**config.mk**
```make
export PLATFORM = sky130hd
export DESIGN_NAME = lspv_outq
export DESIGN_NICKNAME = d
export VERILOG_FILES = /design/src/design/lspv_pkg.sv /design/src/design/lspv_outq.sv
export SDC_FILE = /design/constraint.sdc
export NUM_CORES = 1
export LEC_CHECK = 0
export BUFFER_PORTS_ARGS = -buffer_cell sky130_fd_sc_hd__buf_2
export CAP_MARGIN = 0
export CORE_MARGIN = 4
export CORE_UTILIZATION = 30
export DETAILED_ROUTE_END_ITERATION = 7
export GPL_TIMING_DRIVEN = 0
export SLEW_MARGIN = 20
export SYNTH_ARGS = -nofsm -noshare
export SYNTH_HDL_FRONTEND = slang
export SYNTH_SLANG_ARGS = --single-unit
```
**constraint.sdc**
```tcl
create_clock -name clk -period 1.96 [get_ports clk]
set_clock_uncertainty 0.05 [all_clocks]
set_input_delay 0.196 -clock clk [delete_from_list [all_inputs] [get_ports clk]]
set_output_delay 0.196 -clock clk [all_outputs]
set_load 0.01 [all_outputs]
```
**src/design/lspv_pkg.sv**
```systemverilog
// Shared types, codes and constants of the looped sample playback voice.
package lspv_pkg;

    localparam int ADDR_BITS_DEF = 16;
    localparam int FRAC_BITS_DEF = 16;

    localparam int KIND_W    = 3;
    localparam int ADDR_IN_W = 16;
    localparam int SAMPLE_W  = 16;
    localparam int OFS_W     = 17;
    localparam int LEN_W     = 17;
    localparam int MODE_W    = 2;
    localparam int STEP_W    = 20;
    localparam int CFG_W     = 20;
    localparam int IDX_W     = 3;
    localparam int FRAME_W   = 2 * SAMPLE_W;

    typedef enum logic [KIND_W-1:0] {
        KIND_LOAD    = 3'd0,
        KIND_TICK    = 3'd1,
        KIND_NOTE_ON = 3'd2,
        KIND_RELEASE = 3'd3,
        KIND_MUTE    = 3'd4,
        KIND_UNMUTE  = 3'd5
    } kind_t;

    typedef enum logic [IDX_W-1:0] {
        REG_SAMPLE_LENGTH = 3'd0,
        REG_LOOP_BEGIN    = 3'd1,
        REG_LOOP_END      = 3'd2,
        REG_LOOP_MODE     = 3'd3,
        REG_SUSTAIN_BEGIN = 3'd4,
        REG_SUSTAIN_END   = 3'd5,
        REG_SUSTAIN_MODE  = 3'd6,
        REG_STEP          = 3'd7
    } cfg_reg_t;

    localparam logic [MODE_W-1:0] MODE_FORWARD  = 2'd0;
    localparam logic [MODE_W-1:0] MODE_PINGPONG = 2'd1;
    localparam logic [MODE_W-1:0] MODE_OFF      = 2'd2;

    localparam logic [STEP_W-1:0] STEP_RESET = 20'h10000;

    typedef struct packed {
        logic valid;
        logic active;
    } tick_info_t;

endpackage

```
**src/design/lspv_outq.sv**
```systemverilog
// Result path: the memory read stage followed by the output register.
module lspv_outq (
    input  logic                                 clk,
    input  logic                                 rst_n,
    input  lspv_pkg::tick_info_t                 tick_info,
    input  logic [lspv_pkg::FRAME_W-1:0]         rd_data,
    input  logic                                 result_ready,
    output logic                                 take_ready,
    output logic                                 result_valid,
    output logic signed [lspv_pkg::SAMPLE_W-1:0] left_sample,
    output logic signed [lspv_pkg::SAMPLE_W-1:0] right_sample,
    output logic                                 active
);

    logic s1_valid_reg;
    logic s1_active_reg;
    logic out_valid_reg;
    logic out_active_reg;
    logic signed [lspv_pkg::SAMPLE_W-1:0] left_reg;
    logic signed [lspv_pkg::SAMPLE_W-1:0] right_reg;
    logic s1_move;

    assign s1_move    = !out_valid_reg || result_ready;
    assign take_ready = !s1_valid_reg || s1_move;

    assign result_valid = out_valid_reg;
    assign left_sample  = left_reg;
    assign right_sample = right_reg;
    assign active       = out_active_reg;

    always_ff @(posedge clk or negedge rst_n)
    begin
        if (!rst_n)
        begin
            s1_valid_reg   <= 1'b0;
            s1_active_reg  <= 1'b0;
            out_valid_reg  <= 1'b0;
            out_active_reg <= 1'b0;
        end
        else
        begin
            if (s1_move)
            begin
                out_valid_reg  <= s1_valid_reg;
                out_active_reg <= s1_active_reg;
            end
            if (take_ready)
            begin
                s1_valid_reg  <= tick_info.valid;
                s1_active_reg <= tick_info.active;
            end
        end
    end

    // A silent tick gives zeros instead of the memory word.
    always_ff @(posedge clk)
    begin
        if (s1_move && s1_valid_reg)
        begin
            left_reg  <= s1_active_reg ? $signed(rd_data[lspv_pkg::FRAME_W-1:lspv_pkg::SAMPLE_W])
                                       : '0;
            right_reg <= s1_active_reg ? $signed(rd_data[lspv_pkg::SAMPLE_W-1:0]) : '0;
        end
    end

endmodule

```
==> results of run 1 <==
-- logic make-up after synthesis --
logic type	after synthesis	synth area share (%)
flip-flops	36	78.45
buffers and inverters	3	1.110
AND/OR/NAND/NOR	37	18.22
multiplexers	2	2.220
-- stage by stage --
step | hold slack (ps) | instance area (um2) | util, % | cells
6_report | 55.01 | 1861 | 42.73 | 209
5_1_grt | 64.77 | 1861 | 42.73 | 209
4_1_cts | 47.56 | 1861 | 42.73 | 209
3_5_place_dp | -45.14 | 1773 | 40.72 | 201
3_3_place_gp | -49.68 | 1773 | 40.72 | 201
2_1_floorplan | -149.6 | 1353 | - | 78
-- critical path, delay by kind of cell (launching register included) --
family	cells	cell delay, ps
flip-flops	1	420
AND/OR/NAND/NOR	2	790
-- power breakdown --
group	switching, mW	internal [mW]	leakage (nW)
registers	0.0227	0.922	0.362
clock network	0.238	0.241	0.0410
logic	0.115	0.108	0.429
-- cell type report --
class / instances / area, um2
Timing Repair Buffer: 72 / 365.4
Clock inverter: 1 / 5.005
Multi-Input combinational cell: 39 / 276.5
Fill cell: 419 / 2494
Clock buffer: 6 / 72.57
Tap cell: 52 / 65.06
Buffer: 3 / 15.01
Sequential cell: 36 / 1061
-- synthesized netlist by cell type --
cell	instances	area [um2]
nand3b_4	1	20.02
and2_2	1	7.510
edfxtp_1	32	960.9
nand2b_1	3	18.77
clkbuf_2	3	15.01
mux2_4	2	30.03
dfrtp_1	4	100.1
and2_1	32	200.2
-- layer usage --
layer  vias up  GRT usage (%)  share of wire [%]
met5         -              0                  0
met3         4          4.673                 13
met1       391          10.51                 38
li1        424              -                  -
met4         0          4.078                1.3
met2        45          14.80                 47
-- final timing paths --
check	from	to
hold / removal	tick_info[1]	s1_valid_reg
hold reg to reg	active	active
setup / recovery	result_valid	left_sample[3]
setup reg to reg	result_valid	left_sample[3]
min in group asynchronous	rst_n	s1_valid_reg
max in group asynchronous	rst_n	active
==> metrics.txt, run 1 <==
outcome complete, no violations; clock sink count 36; Worst path slowest cell and2_2; CP required roughly 1800 ps; Die Height 75.15 um; Overflow after GRT 0; RD Place Congestion between 0.7 and 0.8; Diodes inserted 0; IO Pins 72; fin worst setup slack 309.2 ps; worst path cell trace nand2b_1 > and2_2; HPWL Detailed roughly 2100 um; Syn Area/Cell 17.34 um2; Residual DRC 0; CTS Buffer Depth 2; Tmin final around 1700 ps; first-pass GRT wire length around 3800 um; max-slew violations 0; row count 24; Critical Path Source Type flip-flop; vias in the first global route 831; worst-skew pair later-pin latency 270 ps; synth warn 0; largest net degree at the start of global routing 33; total global-route track usage 9.286%; max_cap viols 0; Area Growth Syn to Fin 37.56%; proportion of layout cells with a drive suffix above 1 between 50% and 60%; Vias/cell 4.134; CP Max Fanout 32; setup violators final 0; WS Path Type flip-flop to flip-flop; Rel. slew slack a little over half; commonest cells after routing, fill and taps aside buf_2, and2_1, edfxtp_1; Initial DRC Count 61; crit path DAT around 1500 ps; total power 1.648 mW; CTS clock-pin slew for the worst setup and hold paths 70 ps; H-Tree Depth 2; Post-Synthesis Cells 78; Post-Synthesis Net Count 115; ANT nets after route 0; Max stage delay on crit path 640 ps; Worst IR Drop VDD 0.4054 mV; vias between 800 and 900; Die Wd roughly 75 um; leak pwr 0.8313 nW; Mapped Area 1353 um2; slew at the pin closest to its max-slew limit 713.8 ps; CTS Hold Bufs 1; type of the worst min-delay path primary input to flip-flop; setup_tns 0 ps; sequential element share of the synthesized area between 70 and 80%; Post-CTS Setup Inserts 0; DRT Pass-1 Iters 2; Starting Density 31.06%; flop and latch count out of synthesis 36; drt total wl approximately 2600 um; Power Dens Cells 885.7 nW/um2; port bufs 71; most common cell after layout, fill and taps aside buf_2; Nets ~190; part of the cycle the worst path needs 84.22%; Final Hold Vio Count 0; R2R cell count 2; die area 5647 um2; DP Worst Slack 297.9 ps; CP endpoint kind flip-flop; cts repair resizes 0; total CTS buffers 5; DR WL/cell 12.61 um; Synth cell types 8; RSZ-0062 raised after global routing false; CTS Root Cell clkbuf_8; CTS tree yes; Max Fclk a little over 0.6 GHz; initial antenna violation count 0; R2R Setup Slk 310 ps; Core Footprint ~4400 um2; hold depth 2
Power figures use the tool's default switching activity.
==> run 2: changes to the inputs <==
==> constraint.sdc (replaced) <==
create_clock -name clk -period 1.6 [get_ports clk]
set_clock_uncertainty 0.05 [all_clocks]
set_input_delay 0.16 -clock clk [delete_from_list [all_inputs] [get_ports clk]]
set_output_delay 0.16 -clock clk [all_outputs]
set_load 0.01 [all_outputs]
==> metrics.txt, run 2 (synthesis gave the netlist of run 1 again) <==
WS Path Type flip-flop to flip-flop (unchanged); clock sink count 36 (unchanged); vias in the first global route 831 (unchanged); largest net degree at the start of global routing 33 (unchanged); H-Tree Depth 2 (unchanged); slew at the pin closest to its max-slew limit 410.8 ps (was 713.8 ps); Hold WS 19.01 ps (was 55.01 ps); Diodes inserted 0 (unchanged); RD Place Congestion 0.7021 (unchanged); port bufs 71 (unchanged); Final Hold Vio Count 0 (unchanged); total CTS buffers 5 (unchanged); hold depth 2 (unchanged); cell area after placement 1773 um2 (unchanged); CP Buf/Inv Count 0 (unchanged); first-pass GRT wire length 3808 um (unchanged); most common cell after layout, fill and taps aside buf_2 (unchanged); DRT Pass-1 Iters 2 (unchanged); Worst IR Drop VDD 0.4971 mV (was 0.4054 mV); row count 24 (unchanged); type of the worst min-delay path primary input to flip-flop (unchanged); Post-CTS Setup Inserts 0 (unchanged); Nets 194 (unchanged); CTS clock-pin slew for the worst setup and hold paths 70 ps (about the same); total global-route track usage 9.286% (unchanged); R2R cell count 2 (unchanged); Critical Path Source Type flip-flop (unchanged); Tmin final 1425 ps (was 1651 ps); Die Wd 75.15 um (unchanged); IO Pins 72 (unchanged); die area 5647 um2 (unchanged); RSZ-0062 raised after global routing false (unchanged); CTS Root Cell clkbuf_8 (unchanged); HPWL Detailed 2073 um (unchanged); Residual DRC 0 (unchanged); commonest cells after routing, fill and taps aside buf_2, and2_1, edfxtp_1 (unchanged); cell family with most CP delay simple AND/OR/NAND/NOR gates (unchanged); fin area 1862 um2 (was 1861 um2); Worst path depth 2 (unchanged); Max Fclk 0.7017 GHz (was 0.6058 GHz); Overflow after GRT 0 (unchanged); CTS tree yes (unchanged); proportion of layout cells with a drive suffix above 1 53.50% (unchanged); Vias/cell 4.134 (unchanged); Worst path slowest cell and2_4 (was and2_2); Rel. slew slack 72.62% (was 52.42%); Power Dens Cells 1085 nW/um2 (was 885.7 nW/um2); leak pwr 0.8328 nW (was 0.8313 nW); setup violators final 0 (unchanged); Core Footprint 4354 um2 (unchanged); drt total wl 2636 um (unchanged); vias 864 (unchanged); ANT nets after route 0 (unchanged); initial antenna violation count 0 (unchanged); part of the cycle the worst path needs 89.07% (was 84.22%); max_cap viols 0 (unchanged); CP endpoint kind flip-flop (unchanged); max-slew violations 0 (unchanged); Initial DRC Count 58 (was 61); outcome complete, no violations (unchanged); CP Max Fanout 32 (unchanged); Max stage delay on crit path 430 ps (was 640 ps); DR WL/cell 12.61 um (unchanged); Area Growth Syn to Fin 37.65% (was 37.56%); Starting Density 31.06% (unchanged); Die Height 75.15 um (unchanged); worst-skew pair later-pin latency 270 ps (about the same); CP required 1480 ps (was 1810 ps); crit path DAT 1300 ps (was 1500 ps); worst path cell trace nand2b_1 > and2_4 (was nand2b_1 > and2_2); CTS Buffer Depth 2 (unchanged)
==> run 2: cell counts in the layout (fill, tap and decap cells not counted) <==
No cell type changed its count.
==> run 2: through the flow <==
| step | utilization (%) | setup TNS [ps] | instances | power, mW | worst slack, ps |
|---|---|---|---|---|---|
| CTS | 42.76 | 0 | 209 | 2.047 | 158.7 |
| floorplan | - | 0 | 78 | 1.316 | 95.39 |
| global route | 42.76 | 0 | 209 | 2.114 | 79.26 |
| global placement | 40.72 | -330.8 | 201 | 1.450 | -11.45 |
| detailed placement | 40.72 | -1946 | 201 | 1.460 | -62.12 |
| finish | 42.76 | 0 | 209 | 2.020 | 175.0 |
==> run 2: layout make-up <==
type,instances,area [um2]
fill,418,2492
clock inverter,1,5.005
clock buffer,6,72.57
sequential,36,1061
buffer,3,15.01
tap,52,65.06
multi-input combinational,39,277.8
timing repair buffer,72,365.4
==> run 2: routing by layer <==
layer / global-route usage, % / part of all wire, %
met2: 14.80 / 47
met3: 4.673 / 13
met5: 0 / 0
met4: 4.078 / 1.3
met1: 10.51 / 38
==> run 2: path summary, 6_finish.rpt <==
kind	start	to	slack (ps)
max in group asynchronous	rst_n	active	1220
min	tick_info[1]	s1_valid_reg	20
min reg2reg	active	active	470
max reg2reg	result_valid	left_sample[3]	170
min in group asynchronous	rst_n	s1_valid_reg	160
max	result_valid	left_sample[3]	170
==> run 2: power breakdown <==
| part | internal [mW] | total, mW | switching [mW] |
|---|---|---|---|
| sequential | 1.13 | 1.16 | 0.0280 |
| combinational | 0.134 | 0.276 | 0.141 |
| clock | 0.296 | 0.587 | 0.291 |
| total | 1.56 | 2.02 | 0.460 |
==> run 2: timing repair <==
| item | 4_1_cts | 5_1_grt |
|---|---|---|
| setup endpoints to repair | 32 | 0 |
| resized for setup | 1 | 0 |
| endpoints found under the hold margin | 4 | 0 |
| hold buffers | 1 | 0 |
