### src/design/lspv_pkg.sv
// Shared types, codes and constants of the looped sample playback voice.
package lspv_pkg;

    localparam int ADDR_BITS_DEF = 16;
    localparam int FRAC_BITS_DEF = 16;

    localparam int KIND_W    = 3;
    localparam int ADDR_IN_W = 16;
    localparam int SAMPLE_W  = 16;
    localparam int OFS_W     = 17;
    localparam int LEN_W     = 17;
    localparam int MODE_W    = 2;
    localparam int STEP_W    = 20;
    localparam int CFG_W     = 20;
    localparam int IDX_W     = 3;
    localparam int FRAME_W   = 2 * SAMPLE_W;

    typedef enum logic [KIND_W-1:0] {
        KIND_LOAD    = 3'd0,
        KIND_TICK    = 3'd1,
        KIND_NOTE_ON = 3'd2,
        KIND_RELEASE = 3'd3,
        KIND_MUTE    = 3'd4,
        KIND_UNMUTE  = 3'd5
    } kind_t;

    typedef enum logic [IDX_W-1:0] {
        REG_SAMPLE_LENGTH = 3'd0,
        REG_LOOP_BEGIN    = 3'd1,
        REG_LOOP_END      = 3'd2,
        REG_LOOP_MODE     = 3'd3,
        REG_SUSTAIN_BEGIN = 3'd4,
        REG_SUSTAIN_END   = 3'd5,
        REG_SUSTAIN_MODE  = 3'd6,
        REG_STEP          = 3'd7
    } cfg_reg_t;

    localparam logic [MODE_W-1:0] MODE_FORWARD  = 2'd0;
    localparam logic [MODE_W-1:0] MODE_PINGPONG = 2'd1;
    localparam logic [MODE_W-1:0] MODE_OFF      = 2'd2;

    localparam logic [STEP_W-1:0] STEP_RESET = 20'h10000;

    typedef struct packed {
        logic valid;
        logic active;
    } tick_info_t;

endpackage

### src/design/lspv_voice.sv
// Configuration registers, playback position, loop flags and the per-tick position update.
module lspv_voice #(
    parameter int ADDR_BITS = lspv_pkg::ADDR_BITS_DEF,
    parameter int FRAC_BITS = lspv_pkg::FRAC_BITS_DEF
) (
    input  logic                                clk,
    input  logic                                rst_n,
    input  logic                                cfg_write_en,
    input  logic [lspv_pkg::IDX_W-1:0]          cfg_index,
    input  logic [lspv_pkg::CFG_W-1:0]          cfg_data,
    input  logic                                accept,
    input  logic [lspv_pkg::KIND_W-1:0]         kind,
    input  logic signed [lspv_pkg::OFS_W-1:0]   pitch_offset,
    output logic                                rd_en,
    output logic [ADDR_BITS-1:0]                rd_addr,
    output lspv_pkg::tick_info_t                tick_info
);

    localparam int PW = ADDR_BITS + FRAC_BITS + 2;
    localparam int IW = ADDR_BITS + 2;
    localparam int BW = FRAC_BITS + lspv_pkg::LEN_W;
    localparam int AW = ((PW > BW) ? PW : BW) + 3;
    localparam int CW = (IW > lspv_pkg::LEN_W) ? IW : lspv_pkg::LEN_W;

    logic [lspv_pkg::LEN_W-1:0]  sample_length_reg;
    logic [lspv_pkg::LEN_W-1:0]  loop_begin_reg;
    logic [lspv_pkg::LEN_W-1:0]  loop_end_reg;
    logic [lspv_pkg::MODE_W-1:0] loop_mode_reg;
    logic [lspv_pkg::LEN_W-1:0]  sustain_begin_reg;
    logic [lspv_pkg::LEN_W-1:0]  sustain_end_reg;
    logic [lspv_pkg::MODE_W-1:0] sustain_mode_reg;
    logic [lspv_pkg::STEP_W-1:0] step_reg;

    logic [PW-1:0] position_reg;
    logic          entered_reg;
    logic          backward_reg;
    logic          held_reg;
    logic          muted_reg;

    logic [PW-1:0] position_next;
    logic          entered_next;
    logic          backward_next;

    logic [IW-1:0]               int_pos;
    logic                        past_end;
    logic                        play;
    logic                        is_tick;
    logic                        use_sustain;
    logic [lspv_pkg::LEN_W-1:0]  sel_begin;
    logic [lspv_pkg::LEN_W-1:0]  sel_end;
    logic [lspv_pkg::MODE_W-1:0] sel_mode;

    logic signed [AW-1:0] p;
    logic signed [AW-1:0] d;
    logic signed [AW-1:0] d2;
    logic signed [AW-1:0] lo;
    logic signed [AW-1:0] hi;
    logic signed [AW-1:0] span;
    logic signed [AW-1:0] p_add;
    logic signed [AW-1:0] p_sub;
    logic signed [AW-1:0] p_add2;
    logic signed [AW-1:0] p_sub2;
    logic signed [AW-1:0] p_wrap;
    logic signed [AW-1:0] p_dir;
    logic signed [AW-1:0] r;

    assign int_pos  = position_reg[PW-1:FRAC_BITS];
    assign past_end = CW'(int_pos) >= CW'(sample_length_reg);
    assign play     = !muted_reg && !past_end;
    assign is_tick  = (kind == lspv_pkg::KIND_TICK);

    assign rd_en            = accept && is_tick && play;
    assign rd_addr          = int_pos[ADDR_BITS-1:0];
    assign tick_info.valid  = accept && is_tick;
    assign tick_info.active = play;

    // The sustain loop is active while the note is held and its mode is forward or ping-pong.
    assign use_sustain = held_reg && !sustain_mode_reg[1];
    assign sel_begin   = use_sustain ? sustain_begin_reg : loop_begin_reg;
    assign sel_end     = use_sustain ? sustain_end_reg   : loop_end_reg;
    assign sel_mode    = use_sustain ? sustain_mode_reg  : loop_mode_reg;

    assign p      = $signed(AW'(position_reg));
    assign d      = $signed(AW'(step_reg)) + AW'(pitch_offset);
    assign d2     = d <<< 1;
    assign lo     = $signed(AW'(sel_begin) << FRAC_BITS);
    assign hi     = $signed(AW'(sel_end) << FRAC_BITS);
    assign span   = hi - lo;
    assign p_add  = p + d;
    assign p_sub  = p - d;
    assign p_add2 = p + d2;
    assign p_sub2 = p - d2;
    assign p_wrap = p_add - span;
    assign p_dir  = backward_reg ? p_sub : p_add;

    always_comb
    begin
        r             = p_add;
        entered_next  = entered_reg;
        backward_next = backward_reg;
        if (entered_reg)
        begin
            case (sel_mode)
                lspv_pkg::MODE_FORWARD:
                begin
                    r = (p_add >= hi) ? p_wrap : p_add;
                end
                lspv_pkg::MODE_PINGPONG:
                begin
                    // At the edge ahead, a bounce undoes the crossing step and turns around.
                    if (p_dir >= hi)
                    begin
                        r             = backward_reg ? p_sub2 : p;
                        backward_next = 1'b1;
                    end
                    else if (p_dir <= lo)
                    begin
                        r             = backward_reg ? p : p_add2;
                        backward_next = 1'b0;
                    end
                    else
                    begin
                        r = p_dir;
                    end
                end
                default:
                begin
                    r = p_add;
                end
            endcase
        end
        else
        begin
            entered_next = (p >= lo - d) && (p <= hi + d);
        end

        if (r[AW-1])
        begin
            position_next = '0;
        end
        else if (|r[AW-2:PW])
        begin
            position_next = '1;
        end
        else
        begin
            position_next = r[PW-1:0];
        end
    end

    always_ff @(posedge clk or negedge rst_n)
    begin
        if (!rst_n)
        begin
            sample_length_reg <= '0;
            loop_begin_reg    <= '0;
            loop_end_reg      <= '0;
            loop_mode_reg     <= lspv_pkg::MODE_OFF;
            sustain_begin_reg <= '0;
            sustain_end_reg   <= '0;
            sustain_mode_reg  <= lspv_pkg::MODE_OFF;
            step_reg          <= lspv_pkg::STEP_RESET;
        end
        else if (cfg_write_en)
        begin
            case (lspv_pkg::cfg_reg_t'(cfg_index))
                lspv_pkg::REG_SAMPLE_LENGTH: sample_length_reg <= cfg_data[lspv_pkg::LEN_W-1:0];
                lspv_pkg::REG_LOOP_BEGIN:    loop_begin_reg    <= cfg_data[lspv_pkg::LEN_W-1:0];
                lspv_pkg::REG_LOOP_END:      loop_end_reg      <= cfg_data[lspv_pkg::LEN_W-1:0];
                lspv_pkg::REG_LOOP_MODE:     loop_mode_reg     <= cfg_data[lspv_pkg::MODE_W-1:0];
                lspv_pkg::REG_SUSTAIN_BEGIN: sustain_begin_reg <= cfg_data[lspv_pkg::LEN_W-1:0];
                lspv_pkg::REG_SUSTAIN_END:   sustain_end_reg   <= cfg_data[lspv_pkg::LEN_W-1:0];
                lspv_pkg::REG_SUSTAIN_MODE:  sustain_mode_reg  <= cfg_data[lspv_pkg::MODE_W-1:0];
                lspv_pkg::REG_STEP:          step_reg          <= cfg_data[lspv_pkg::STEP_W-1:0];
                default:                     step_reg          <= step_reg;
            endcase
        end
    end

    always_ff @(posedge clk or negedge rst_n)
    begin
        if (!rst_n)
        begin
            position_reg <= '0;
            entered_reg  <= 1'b0;
            backward_reg <= 1'b0;
            held_reg     <= 1'b0;
            muted_reg    <= 1'b1;
        end
        else if (accept)
        begin
            case (lspv_pkg::kind_t'(kind))
                lspv_pkg::KIND_TICK:
                begin
                    if (play)
                    begin
                        position_reg <= position_next;
                        entered_reg  <= entered_next;
                        backward_reg <= backward_next;
                    end
                end
                lspv_pkg::KIND_NOTE_ON:
                begin
                    // Restarting a released voice also forgets any loop it had entered.
                    if (!held_reg)
                    begin
                        position_reg <= '0;
                        held_reg     <= 1'b1;
                        entered_reg  <= 1'b0;
                        backward_reg <= 1'b0;
                    end
                end
                lspv_pkg::KIND_RELEASE: held_reg  <= 1'b0;
                lspv_pkg::KIND_MUTE:    muted_reg <= 1'b1;
                lspv_pkg::KIND_UNMUTE:  muted_reg <= 1'b0;
                default:                muted_reg <= muted_reg;
            endcase
        end
    end

endmodule

### config.mk
export PLATFORM = sky130hd
export DESIGN_NAME = lspv_voice
export DESIGN_NICKNAME = d
export VERILOG_FILES = /design/src/design/lspv_pkg.sv /design/src/design/lspv_voice.sv
export SDC_FILE = /design/constraint.sdc
export NUM_CORES = 1
export LEC_CHECK = 0
export BUFFER_PORTS_ARGS = -buffer_cell sky130_fd_sc_hd__buf_2
export CORE_AREA = 4 4 275 277
export DETAILED_ROUTE_END_ITERATION = 7
export DIE_AREA = 0 0 279 281
export PLACE_DENSITY = 0.53
export SYNTH_ARGS = -nofsm -noshare
export SYNTH_HDL_FRONTEND = slang
export SYNTH_SLANG_ARGS = --single-unit
### constraint.sdc
create_clock -name clk -period 12.2 [get_ports clk]
set_clock_uncertainty 0.1 [all_clocks]
set_input_delay 1.22 -clock clk [delete_from_list [all_inputs] [get_ports clk]]
set_output_delay 1.22 -clock clk [all_outputs]
set_load 0.03 [all_outputs]
==> results.json <==
{
  "root_buffer": "clkbuf_16",
  "wl_per_cell_um": 25.0,
  "critPathMaxStageDelay_ns": 0.79,
  "r2r-start": "step_reg[0]$_DFFE_PN0P_",
  "hold_buffers": 0,
  "drive_gt1_share_pct": 13.1,
  "dr_total_vias": 22100,
  "worstPathArrival_ns": 11.41,
  "die_h_um": 281,
  "cp-start-kind": "primary input",
  "dr.pass1.iters": 6,
  "num_rows": 99,
  "start_util_pct": 29.9,
  "antenna_found_initial": 4,
  "ys_warn_count": 0,
  "drc": 0,
  "grt_start_max_net_pins": 104,
  "ctsResizeCount": 0,
  "netlist_area_mm2": 0.0218,
  "crit_top_cell": "a21oi_1",
  "fp.dieArea_mm2": 0.0784,
  "cts-htree-levels": 4,
  "largest_reg_flops": 34,
  "layout_common_cells": "271 x ha_1, 207 x a21oi_1, 186 x nor2_1",
  "place_ws_ns": 0.786,
  "final-setup-viol-count": 0,
  "synth_nets": 3054,
  "tns_ns": 0,
  "cp_slowest_cell": "a2111oi_0",
  "cts_setup_buffers": 0,
  "path_clk_slew_ns": 0.07,
  "crit_type": "primary input to register",
  "crit_family": "compound AO/OA/AOI/OAI gates",
  "ys_seq_elements": 147,
  "finalHoldViolCount": 0,
  "synth-xor-area-share_pct": 8.62,
  "fmax_ghz": 0.0898,
  "place_congestion": 1.02,
  "avgViaCountPerCell": 5.90,
  "seq_area_frac_synth_pct": 16.9,
  "grt_pass1_wl_um": 138000,
  "fillers": 7815,
  "synthMuxAreaShare_pct": 7.65,
  "core_area_mm2": 0.0728,
  "worstPathRequired_ns": 12.48,
  "synth_compound_area_share_pct": 26.8,
  "timing.critical_path.buf_inv": 5,
  "antenna_left": 0,
  "synth.top_cell.area_share_pct": 16.4,
  "yosys.area.top_type": "dfrtp_1",
  "clockBufferDepth": 2,
  "cts_buffers": 17,
  "setup.worst_path.end_class": "register",
  "drt_iter0_markers": 2184,
  "clock_sinks": 147,
  "fin_ws_ns": 1.07,
  "post-dp-hpwl_um": 75800,
  "routed_wl_um": 93600,
  "io-pin-count": 66,
  "slew_headroom_pct": 20.6,
  "worstMarginPinSlew_ns": 1.19,
  "period_share_pct": 91.2,
  "synth_cell_types": 102,
  "min_period_ns": 11.13,
  "drv_slew": 0,
  "clk_latency_ns": 0.49,
  "synth_edf_count": 0,
  "area_growth_pct": 10.7,
  "worstPathMaxFanout": 11,
  "worstSetupStartpoint": "pitch_offset[0]",
  "hp-class": "register to register",
  "synth_top_family_by_area": "compound AO/OA/AOI/OAI gates",
  "layout.nets": 3091,
  "synthArstFlopShare_pct": 100,
  "hp-start": "muted_reg$_DFFE_PN1P_",
  "rsz0062_at_grt": "false",
  "grt.overflow.total": 0,
  "synthFlopType": "dfrtp_1",
  "io_buffer_count": 65,
  "layout_commonest_cell": "ha_1",
  "status": "completed",
  "grtUsageTotal_pct": 23.2,
  "grt_pass1_vias": 20900,
  "drv_cap": 0,
  "synthSimpleGateAreaFrac_pct": 18.0,
  "cts_tree": "done",
  "die_w_um": 279,
  "synthTopCellsByArea": "dfrtp_1 16%, ha_1 16%, xnor2_1 6.8%, mux2_2 5.1%, a21oi_1 4.8%",
  "synthAdderAreaFrac_pct": 16.4,
  "synth_area_per_cell_um2": 7.98,
  "netlist_instances": 2728
}
metrics by stage:
step / cell area [um2] / instances / util, % / hold slack, ns
detailed placement: 23500 / 3705 / 32.2 / 0.385
floorplan: 21800 / 2728 / - / 0.357
global placement: 23500 / 3705 / 32.2 / 0.377
CTS: 24100 / 3737 / 33.1 / 0.395
finish: 24100 / 3739 / 33.1 / 0.395
global route: 24100 / 3738 / 33.1 / 0.413
Yosys cell counts (37+ instances only):
cell	count
ha_1	271
xnor2_1	170
nand3_1	64
nand2b_1	43
a31oi_1	37
o21bai_1	44
nand2_1	177
mux2_2	99
o21ai_0	156
xor2_1	37
clkbuf_1	99
a21oi_1	209
a21o_1	65
nor3_1	80
nor2_1	186
dfrtp_1	143
mux2i_1	55
inv_1	159
metal layers:
metal  global-route usage, %  part of all wire, %  up-vias
li1                        -                    -    10200
met3                    4.04                  8.6      170
met5                       0                    0        -
met1                    32.0                   44    10700
met4                    7.94                  3.6        0
met2                    36.8                   44     1062
path summary, 6_finish.rpt:
path / cells past startpoint / slack [ns] / end
worst max register to register: 36 / 1.49 / position_reg[32]$_DFFE_PN0P_
max in group asynchronous: 2 / 9.89 / backward_reg$_DFFE_PN0P_
worst min-delay path: 2 / 0.39 / muted_reg$_DFFE_PN1P_
worst max-delay path: 37 / 1.07 / position_reg[32]$_DFFE_PN0P_
min in group asynchronous: 1 / 0.74 / loop_end_reg[12]$_DFFE_PN0P_
worst min register to register: 2 / 0.39 / muted_reg$_DFFE_PN1P_
kinds of logic after synthesis:
logic type / count (synthesis)
XOR/XNOR: 211
adder cells (fa/ha/maj): 282
buffers and inverters: 302
flip-flops: 147
AO/OA/AOI/OAI: 855
multiplexers: 154
AND/OR/NAND/NOR: 777
worst register-to-register path, delay by kind of cell (launching register included):
| family | cells | cell delay, ns |
|---|---|---|
| AOI/OAI and AO/OA | 19 | 6.02 |
| adders and majority gates | 4 | 1.56 |
| and+or+nand+nor | 7 | 0.93 |
| buffers and inverters | 4 | 0.89 |
| xor gates and xnor gates | 2 | 0.69 |
| DFF | 1 | 0.41 |
final cells by class:
| cell class | count | area (um2) | share of cell area (%) |
|---|---|---|---|
| antenna | 2 | 5.00 | 0.0208 |
| sequential | 147 | 3690 | 15.3 |
| tap | 959 | 1200 | 4.98 |
| timing repair buffer | 159 | 1040 | 4.30 |
| inverter | 161 | 604 | 2.51 |
| clock buffer | 20 | 447 | 1.85 |
| multi-input combinational | 2279 | 16900 | 70.2 |
| clock inverter | 12 | 201 | 0.835 |
Power is not shown: default switching activity piles up to over one toggle a cycle in this logic, so the estimate is an artifact.
